File: src/rtl/core/amp_pkg.sv
`timescale 1ns / 1ps
`default_nettype none

package amp_pkg;

   localparam int unsigned CommandWidth = 2;
   localparam int unsigned ByteWidth    = 8;
   localparam int unsigned StatusWidth  = 2;
   localparam int unsigned IndexWidth   = 4;
   localparam int unsigned TicksWidth   = 16;
   localparam int unsigned ElapsedWidth = TicksWidth + 1;
   localparam int unsigned CsrAddrWidth = 4;
   localparam int unsigned CsrDataWidth = 32;

   typedef logic [IndexWidth-1:0]   index_type;
   typedef logic [ByteWidth-1:0]    byte_type;
   typedef logic [TicksWidth-1:0]   ticks_type;
   typedef logic [ElapsedWidth-1:0] elapsed_type;

   typedef enum logic [CommandWidth-1:0] {
      CMD_START = 2'd0,
      CMD_BYTE  = 2'd1,
      CMD_TICK  = 2'd2
   } cmd_type;

   typedef enum logic [StatusWidth-1:0] {
      STATUS_IDLE    = 2'd0,
      STATUS_WAITING = 2'd1,
      STATUS_ACKED   = 2'd2,
      STATUS_TIMEOUT = 2'd3
   } status_type;

   typedef enum logic [1:0] {
      REG_CLASS   = 2'd0,
      REG_ID      = 2'd1,
      REG_TIMEOUT = 2'd2
   } reg_index_type;

   localparam ticks_type TimeoutReset = 16'd3000;

   localparam index_type PktLen   = 4'd10;
   localparam index_type IdxClass = 4'd6;
   localparam index_type IdxId    = 4'd7;
   localparam index_type IdxChkA  = 4'd8;

   localparam byte_type HeadBytes [0:5] = '{8'hB5, 8'h62, 8'h05, 8'h01, 8'h02, 8'h00};

   typedef struct packed {
      byte_type  expected_class;
      byte_type  expected_id;
      ticks_type timeout_ticks;
   } cfg_type;

   typedef struct packed {
      logic [CommandWidth-1:0] command;
      byte_type                rx_byte;
   } req_item_type;

   // Fletcher sum over packet bytes 2 to 7, returned as {check_b, check_a}.
   function automatic logic [2*ByteWidth-1:0] fletcher_pair(byte_type cls, byte_type id);
      byte_type sum_a;
      byte_type sum_b;
      byte_type bytes [0:5];
      bytes[0] = HeadBytes[2];
      bytes[1] = HeadBytes[3];
      bytes[2] = HeadBytes[4];
      bytes[3] = HeadBytes[5];
      bytes[4] = cls;
      bytes[5] = id;
      sum_a = '0;
      sum_b = '0;
      for (int k = 0; k < 6; k++) begin
         sum_a = sum_a + bytes[k];
         sum_b = sum_b + sum_a;
      end
      return {sum_b, sum_a};
   endfunction

endpackage

`default_nettype wire

File: src/rtl/core/amp_req_if.sv
`timescale 1ns / 1ps
`default_nettype none

interface amp_req_if import amp_pkg::*; ();
   logic                    valid;
   logic                    ready;
   logic [CommandWidth-1:0] command;
   logic [ByteWidth-1:0]    rx_byte;

   modport source (output valid, output command, output rx_byte, input ready);
   modport sink (input valid, input command, input rx_byte, output ready);
endinterface

`default_nettype wire

File: src/rtl/core/amp_rsp_if.sv
`timescale 1ns / 1ps
`default_nettype none

interface amp_rsp_if import amp_pkg::*; ();
   logic                   valid;
   logic                   ready;
   logic [StatusWidth-1:0] status;
   logic [IndexWidth-1:0]  matched_count;

   modport source (output valid, output status, output matched_count, input ready);
   modport sink (input valid, input status, input matched_count, output ready);
endinterface

`default_nettype wire

File: src/rtl/core/ack_packet_matcher.sv
// Path: a request is accepted into the input register, and its result is then registered in
// the response register that drives the response port.
// Throughput: one request per cycle while the response side is ready; a stalled response
// holds the input register, so at most one request waits behind it.
// Reset: synchronous and active high; it clears the match state and empties both registers,
// and it sets class and id to zero and the timeout to 3000 ticks.
`timescale 1ns / 1ps
`default_nettype none

module ack_packet_matcher import amp_pkg::*; (
   input  wire logic                    clock,
   input  wire logic                    reset,
   amp_req_if.sink                      req_chan,
   amp_rsp_if.source                    rsp_chan,
   input  wire logic                    csr_psel,
   input  wire logic                    csr_penable,
   input  wire logic                    csr_pwrite,
   input  wire logic [CsrAddrWidth-1:0] csr_paddr,
   input  wire logic [CsrDataWidth-1:0] csr_pwdata,
   output logic      [CsrDataWidth-1:0] csr_prdata,
   output logic                         csr_pready
);

   cfg_type      cfg;
   logic         item_valid;
   req_item_type item;
   logic         item_take;

   amp_csr u_amp_csr (
      .clock       (clock),
      .reset       (reset),
      .csr_psel    (csr_psel),
      .csr_penable (csr_penable),
      .csr_pwrite  (csr_pwrite),
      .csr_paddr   (csr_paddr),
      .csr_pwdata  (csr_pwdata),
      .csr_prdata  (csr_prdata),
      .csr_pready  (csr_pready),
      .cfg         (cfg)
   );

   amp_in_stage u_amp_in_stage (
      .clock      (clock),
      .reset      (reset),
      .req_chan   (req_chan),
      .item_valid (item_valid),
      .item       (item),
      .item_take  (item_take)
   );

   amp_match u_amp_match (
      .clock      (clock),
      .reset      (reset),
      .item_valid (item_valid),
      .item       (item),
      .item_take  (item_take),
      .cfg        (cfg),
      .rsp_chan   (rsp_chan)
   );

endmodule

`default_nettype wire

File: src/rtl/core/amp_csr.sv
`timescale 1ns / 1ps
`default_nettype none

module amp_csr import amp_pkg::*; (
   input  wire logic                    clock,
   input  wire logic                    reset,
   input  wire logic                    csr_psel,
   input  wire logic                    csr_penable,
   input  wire logic                    csr_pwrite,
   input  wire logic [CsrAddrWidth-1:0] csr_paddr,
   input  wire logic [CsrDataWidth-1:0] csr_pwdata,
   output logic      [CsrDataWidth-1:0] csr_prdata,
   output logic                         csr_pready,
   output cfg_type                      cfg
);

   cfg_type cfg_ff;
   cfg_type cfg_in;
   logic    write_en;

   assign csr_pready = 1'b1;
   assign write_en   = csr_psel && csr_penable && csr_pwrite && csr_pready;

   always_comb begin
      cfg_in = cfg_ff;
      if (write_en) begin
         case (csr_paddr[3:2])
            REG_CLASS: begin
               cfg_in.expected_class = csr_pwdata[ByteWidth-1:0];
            end
            REG_ID: begin
               cfg_in.expected_id = csr_pwdata[ByteWidth-1:0];
            end
            REG_TIMEOUT: begin
               cfg_in.timeout_ticks = csr_pwdata[TicksWidth-1:0];
            end
            default: begin
               cfg_in = cfg_ff;
            end
         endcase
      end
   end

   always_ff @(posedge clock) begin
      if (reset) begin
         cfg_ff.expected_class <= '0;
         cfg_ff.expected_id    <= '0;
         cfg_ff.timeout_ticks  <= TimeoutReset;
      end else begin
         cfg_ff <= cfg_in;
      end
   end

   always_comb begin
      case (csr_paddr[3:2])
         REG_CLASS: begin
            csr_prdata = {{(CsrDataWidth-ByteWidth){1'b0}}, cfg_ff.expected_class};
         end
         REG_ID: begin
            csr_prdata = {{(CsrDataWidth-ByteWidth){1'b0}}, cfg_ff.expected_id};
         end
         REG_TIMEOUT: begin
            csr_prdata = {{(CsrDataWidth-TicksWidth){1'b0}}, cfg_ff.timeout_ticks};
         end
         default: begin
            csr_prdata = '0;
         end
      endcase
   end

   assign cfg = cfg_ff;

endmodule

`default_nettype wire

File: src/rtl/core/amp_in_stage.sv
`timescale 1ns / 1ps
`default_nettype none

module amp_in_stage import amp_pkg::*; (
   input  wire logic    clock,
   input  wire logic    reset,
   amp_req_if.sink      req_chan,
   output logic         item_valid,
   output req_item_type item,
   input  wire logic    item_take
);

   logic         valid_ff;
   logic         valid_in;
   req_item_type item_ff;
   req_item_type item_in;
   logic         accept;

   assign req_chan.ready = !valid_ff || item_take;
   assign accept         = req_chan.valid && req_chan.ready;

   always_comb begin
      valid_in = valid_ff;
      item_in  = item_ff;
      if (accept) begin
         valid_in        = 1'b1;
         item_in.command = req_chan.command;
         item_in.rx_byte = req_chan.rx_byte;
      end else if (item_take) begin
         valid_in = 1'b0;
      end
   end

   always_ff @(posedge clock) begin
      if (reset) begin
         valid_ff <= 1'b0;
      end else begin
         valid_ff <= valid_in;
      end
   end

   always_ff @(posedge clock) begin
      item_ff <= item_in;
   end

   assign item_valid = valid_ff;
   assign item       = item_ff;

endmodule

`default_nettype wire

File: src/rtl/core/amp_match.sv
`timescale 1ns / 1ps
`default_nettype none

module amp_match import amp_pkg::*; (
   input  wire logic    clock,
   input  wire logic    reset,
   input  wire logic    item_valid,
   input  req_item_type item,
   output logic         item_take,
   input  cfg_type      cfg,
   amp_rsp_if.source    rsp_chan
);

   logic        waiting_ff;
   logic        waiting_in;
   index_type   match_index_ff;
   index_type   match_index_in;
   elapsed_type elapsed_ticks_ff;
   elapsed_type elapsed_ticks_in;
   byte_type    check_a_ff;
   byte_type    check_a_in;
   byte_type    check_b_ff;
   byte_type    check_b_in;
   logic        rsp_valid_ff;
   logic        rsp_valid_in;
   status_type  status_ff;
   status_type  status_in;
   index_type   count_ff;
   byte_type    expected_byte;

   assign item_take = item_valid && (!rsp_valid_ff || rsp_chan.ready);

   always_comb begin
      case (match_index_ff) inside
         [4'd0:4'd5]: begin
            expected_byte = HeadBytes[match_index_ff[2:0]];
         end
         IdxClass: begin
            expected_byte = cfg.expected_class;
         end
         IdxId: begin
            expected_byte = cfg.expected_id;
         end
         IdxChkA: begin
            expected_byte = check_a_ff;
         end
         default: begin
            expected_byte = check_b_ff;
         end
      endcase
   end

   always_comb begin
      waiting_in       = waiting_ff;
      match_index_in   = match_index_ff;
      elapsed_ticks_in = elapsed_ticks_ff;
      check_a_in       = check_a_ff;
      check_b_in       = check_b_ff;
      if (item_take) begin
         case (item.command)
            CMD_START: begin
               {check_b_in, check_a_in} = fletcher_pair(cfg.expected_class, cfg.expected_id);
               match_index_in   = '0;
               elapsed_ticks_in = '0;
               waiting_in       = 1'b1;
            end
            CMD_BYTE: begin
               if (waiting_ff) begin
                  if ((match_index_ff < PktLen) && (item.rx_byte == expected_byte)) begin
                     match_index_in = match_index_ff + 4'd1;
                  end else begin
                     match_index_in = '0;
                  end
                  if (match_index_in >= PktLen) begin
                     waiting_in = 1'b0;
                  end
               end
            end
            CMD_TICK: begin
               if (waiting_ff) begin
                  elapsed_ticks_in = elapsed_ticks_ff + 17'd1;
                  if (elapsed_ticks_in > {1'b0, cfg.timeout_ticks}) begin
                     waiting_in = 1'b0;
                  end
               end
            end
            default: begin
               waiting_in = waiting_ff;
            end
         endcase
      end
   end

   always_comb begin
      if (waiting_in) begin
         status_in = STATUS_WAITING;
      end else if (match_index_in >= PktLen) begin
         status_in = STATUS_ACKED;
      end else if (elapsed_ticks_in != '0) begin
         status_in = STATUS_TIMEOUT;
      end else begin
         status_in = STATUS_IDLE;
      end
   end

   always_comb begin
      rsp_valid_in = rsp_valid_ff;
      if (item_take) begin
         rsp_valid_in = 1'b1;
      end else if (rsp_chan.ready) begin
         rsp_valid_in = 1'b0;
      end
   end

   always_ff @(posedge clock) begin
      if (reset) begin
         waiting_ff       <= 1'b0;
         match_index_ff   <= '0;
         elapsed_ticks_ff <= '0;
         check_a_ff       <= '0;
         check_b_ff       <= '0;
         rsp_valid_ff     <= 1'b0;
      end else begin
         waiting_ff       <= waiting_in;
         match_index_ff   <= match_index_in;
         elapsed_ticks_ff <= elapsed_ticks_in;
         check_a_ff       <= check_a_in;
         check_b_ff       <= check_b_in;
         rsp_valid_ff     <= rsp_valid_in;
      end
   end

   always_ff @(posedge clock) begin
      if (item_take) begin
         status_ff <= status_in;
         count_ff  <= match_index_in;
      end
   end

   assign rsp_chan.valid         = rsp_valid_ff;
   assign rsp_chan.status        = status_ff;
   assign rsp_chan.matched_count = count_ff;

endmodule

`default_nettype wire

File: src/flat_wrapper.sv
// flat-port wrapper written by rule: the top's interface ports become plain ports
module ack_packet_matcher_flat import amp_pkg::*;
  (clock, reset, csr_psel, csr_penable, csr_pwrite, csr_paddr, csr_pwdata, csr_prdata, csr_pready, req_chan_valid, req_chan_command, req_chan_rx_byte, req_chan_ready, rsp_chan_valid, rsp_chan_status, rsp_chan_matched_count, rsp_chan_ready);
  amp_req_if req_chan_i ();
  amp_rsp_if rsp_chan_i ();
  input  wire logic clock;
  input  wire logic reset;
  input  wire logic csr_psel;
  input  wire logic csr_penable;
  input  wire logic csr_pwrite;
  input  wire logic [CsrAddrWidth-1:0] csr_paddr;
  input  wire logic [CsrDataWidth-1:0] csr_pwdata;
  output logic      [CsrDataWidth-1:0] csr_prdata;
  output logic csr_pready;
  input wire logic [$bits(req_chan_i.valid)-1:0] req_chan_valid;
  input wire logic [$bits(req_chan_i.command)-1:0] req_chan_command;
  input wire logic [$bits(req_chan_i.rx_byte)-1:0] req_chan_rx_byte;
  output wire logic [$bits(req_chan_i.ready)-1:0] req_chan_ready;
  output wire logic [$bits(rsp_chan_i.valid)-1:0] rsp_chan_valid;
  output wire logic [$bits(rsp_chan_i.status)-1:0] rsp_chan_status;
  output wire logic [$bits(rsp_chan_i.matched_count)-1:0] rsp_chan_matched_count;
  input wire logic [$bits(rsp_chan_i.ready)-1:0] rsp_chan_ready;
  assign req_chan_i.valid = req_chan_valid;
  assign req_chan_i.command = req_chan_command;
  assign req_chan_i.rx_byte = req_chan_rx_byte;
  assign req_chan_ready = req_chan_i.ready;
  assign rsp_chan_valid = rsp_chan_i.valid;
  assign rsp_chan_status = rsp_chan_i.status;
  assign rsp_chan_matched_count = rsp_chan_i.matched_count;
  assign rsp_chan_i.ready = rsp_chan_ready;
  ack_packet_matcher u_core (.clock(clock), .reset(reset), .req_chan(req_chan_i), .rsp_chan(rsp_chan_i), .csr_psel(csr_psel), .csr_penable(csr_penable), .csr_pwrite(csr_pwrite), .csr_paddr(csr_paddr), .csr_pwdata(csr_pwdata), .csr_prdata(csr_prdata), .csr_pready(csr_pready));
endmodule
File: config.mk
export PLATFORM = sky130hd
export DESIGN_NAME = ack_packet_matcher_flat
export DESIGN_NICKNAME = d
export VERILOG_FILES = /design/src/rtl/core/amp_pkg.sv /design/src/rtl/core/amp_req_if.sv /design/src/rtl/core/amp_rsp_if.sv /design/src/rtl/core/ack_packet_matcher.sv /design/src/rtl/core/amp_csr.sv /design/src/rtl/core/amp_in_stage.sv /design/src/rtl/core/amp_match.sv /design/src/flat_wrapper.sv
export SDC_FILE = /design/constraint.sdc
export NUM_CORES = 1
export LEC_CHECK = 0
export BUFFER_PORTS_ARGS = -buffer_cell sky130_fd_sc_hd__buf_2
export CAP_MARGIN = 25
export CORE_MARGIN = 8
export CORE_UTILIZATION = 52
export DETAILED_ROUTE_END_ITERATION = 8
export PLACE_DENSITY_LB_ADDON = 0.12
export SKIP_CTS_REPAIR_TIMING = 1
export SKIP_LAST_GASP = 1
export SLEW_MARGIN = 20
export SYNTH_ARGS = -nofsm -noshare
export SYNTH_HDL_FRONTEND = slang
export SYNTH_SLANG_ARGS = --single-unit
export TNS_END_PERCENT = 30
File: constraint.sdc
create_clock -name clock -period 3.2 [get_ports clock]
set_input_delay 0.64 -clock clock [delete_from_list [all_inputs] [get_ports clock]]
set_output_delay 0.64 -clock clock [all_outputs]
set_load 0.01 [all_outputs]
==> flow_summary_export.csv <==
group,metric,value,unit
setup_path,crit_path_max_fanout,2,
yosys,async_flop_share,0,%
cts,clk_latency,0.35,ns
place,place.gp.congestion,0.9672,
sta,finalClockSkew,0.006338,ns
floorplanning,die_height,125.0,um
cells_and_area,num-fill-cells,1070,
floorplanning,die_w,125.0,um
global_routing,grt_pass1_wl,27380,um
cells_and_area,seq_area,1928,um2
sta,layout_min_cycle_time,3.169,ns
detailed_routing,post-route-drc-count,0,
global_routing,grt_pass1_vias,5520,
power,power.total,2470,uW
cells_and_area,fin_nets,955,
yosys,synth_flop_cell,"dfxtp_1",
place,post-place-cells,983,
detailed_routing,ant_nets,0,
floorplanning,core_area,11810,um2
cts,root_buffer,"clkbuf_16",
detailed_routing,wl_per_cell,17.12,um
yosys,seq_area_frac_synth,31.12,%
flow_run,max_cap_violations,0,
place,port_buffers,58,
yosys,yosysMostFrequentCell,"nand2_1",
outcome,status,"complete, no violations",
cts,clk_pin_slew_worst_paths,0.06,ns
power,power_leakage,0.003118,uW
detailed_routing,vias,5749,
power,ir_drop,0.3015,mV
detailed_routing,first_iter_violations,449,
setup_path,arrival,3.43,ns
floorplanning,io_pins,94,
yosys,synth_top_area_share,23.34,%
yosys,synth_top_area_cell,"dfxtp_1",
cts,cts_tree,"yes",
cells_and_area,finish.instance_area,7293,um2
floorplanning,rows,40,
detailed_routing,avgViaCountPerCell,5.726,
global_routing,grt_max_degree,57,
sta,rsz0062_at_grt,"yes",
yosys,syn-mean-instance-area,8.168,um2
setup_path,cp-start-kind,"flip-flop",
sta,drv_slew,0,
floorplanning,dieArea,15620,um2
floorplanning,start_util,52.28,%
cts,htreeDepth,3,
cts,clock-sinks,88,
cells_and_area,multiInputGateArea,3889,um2
sta,setup_viol,0,
yosys,syn-cell-area,6175,um2
cts,cts_buffer_depth,2,
yosys,synthTopCellsByArea,"dfxtp_1 (23%), ha_1 (9.7%), edfxtp_1 (7.8%)",
sta,finalCritPeriodShare,99.04,%
cells_and_area,n_antenna_cell,0,
place,dp_hpwl,13100,um
sta,tightest_slew,0.6663,ns
place,placed_area,6854,um2
cells_and_area,area_growth_syn_to_layout,18.12,%
power,power_density,338.7,nW/um2
global_routing,grt_usage,21.62,%
detailed_routing,dr.pass1.iters,5,
yosys,synth_common_cells,"nand2_1 (94), dfxtp_1 (72), a21oi_1 (62)",
yosys,synthCells,756,
yosys,synth_cell_type_count,72,
global_routing,overflow,0,
cts,cts_buffers,9,
detailed_routing,wirelength,17190,um
sta,finalHoldViolations,0,
setup_path,critical_path_class,"reg -> reg",
setup_path,crit_required,3.46,ns
yosys,synth_edf_count,16,
yosys,synth_seq_cells,88,
sta,max_freq,0.3155,GHz
sta,relSlewSlack,55.53,%
cells_and_area,finalNonFillerCells,1004,
yosys,yosysWarnings,0,
min_path,hp-class,"reg -> reg",
global_routing,antenna_found_initial,0,
cells_and_area,drive_gt1_share,21.24,%
setup_path,cp-end-kind,"flip-flop",
[worst max-delay path: stages (launching register included)]
cell and delay [ns]:
dfxtp_2 0.34, ha_4 0.16, fa_1 0.44, a21o_1 0.21, a21oi_2 0.20, o21bai_1 0.10, a21oi_1 0.21, xnor2_1 0.17
ha_1 0.27, ha_1 0.33, a21oi_2 0.21, xnor2_2 0.14, xnor2_1 0.10, a211oi_1 0.21
[state kept, by name, indices dropped and copies added, names as in the netlist]
register	flops
u_core.u_amp_match.check_b_ff	8
u_core.u_amp_match.check_a_ff	8
u_core.u_amp_match.elapsed_ticks_ff	17
u_core.u_amp_match.rsp_chan.status	2
u_core.u_amp_match.rsp_chan.matched_count	4
u_core.u_amp_csr.cfg	32
u_core.u_amp_match.match_index_ff	4
u_core.u_amp_in_stage.item	10
u_core.u_amp_in_stage.item_valid	1
u_core.u_amp_match.rsp_chan.valid	1
u_core.u_amp_match.waiting_ff	1
[per-layer routing]
layer / global-route usage [%] / vias to the layer above / part of all wire (%)
met2: 34.77 / 213 / 45
met3: 5.525 / 26 / 7.0
met1: 27.59 / 2698 / 47
li1: - / 2812 / -
met4: 7.378 / 0 / 1.6
met5: 0 / - / 0
[layout by cell type, fill, tap and decap left out, types with 14 or more instances in the layout]
cell	count
inv_1	48
o21ai_0	26
conb_1	17
nand4_1	14
xnor2_1	27
nand3_1	19
dfxtp_1	67
nand2_1	94
edfxtp_1	16
buf_4	67
and2_1	16
buf_2	58
nor3_1	17
a21oi_1	59
mux2i_1	27
ha_1	45
nor2_1	55
[layout make-up]
cell class,instances,share of cell area [%]
clock buffer,12,3.809
clock inverter,4,0.4117
multi-input combinational,577,53.32
tap,147,2.522
sequential,88,26.44
timing repair buffer,125,10.88
inverter,51,2.625
[worst paths after layout]
kind / slack (ns) / to / cells past startpoint / startpoint
worst max-delay path: 0.03 / u_core.u_amp_match.check_b_ff[7] / 13 / u_core.u_amp_csr.cfg[24]
worst min-delay path: 0.46 / u_core.u_amp_match.check_a_ff[0] / 2 / u_core.u_amp_match.check_a_ff[0]
worst max register to register: 0.03 / u_core.u_amp_match.check_b_ff[7] / 13 / u_core.u_amp_csr.cfg[24]
worst min register to register: 0.46 / u_core.u_amp_match.check_a_ff[0] / 2 / u_core.u_amp_match.check_a_ff[0]
[stage by stage]
| step | setup TNS (ns) | hold slack, ns | utilization [%] | setup WS [ns] |
|---|---|---|---|---|
| 2_1_floorplan | 0 | 0.4363 | - | 0.09930 |
| 4_1_cts | -0.2499 | 0.4502 | 60.64 | -0.1626 |
| 3_3_place_gp | -0.04745 | 0.4468 | 58.03 | -0.03875 |
| 5_1_grt | -0.1475 | 0.4468 | 61.75 | -0.07212 |
| 3_5_place_dp | -0.1369 | 0.4513 | 58.03 | -0.09350 |
| 6_report | 0 | 0.4564 | 61.75 | 0.03080 |
[cells by family (layout without fill, tap and decap cells)]
family / count (synthesis) / after routing / share of synthesized area (%)
fa+ha+maj: 50 / 50 / 10.37
other cells: 2 / 17 / 0.1216
simple gates: 270 / 270 / 21.76
mux: 29 / 29 / 4.742
xor+xnor: 39 / 39 / 5.532
flops: 88 / 88 / 31.12
compound gates: 172 / 172 / 17.93
buf+inv: 106 / 192 / 8.410
[power by group]
group / total, uW / leakage (uW) / switching (uW) / internal (uW)
logic: 214 / 0.00223 / 128 / 85.7
registers: 1170 / 0.000742 / 16.6 / 1150
clock network: 1090 / 0.000151 / 468 / 621
Power figures use the tool's default switching activity.
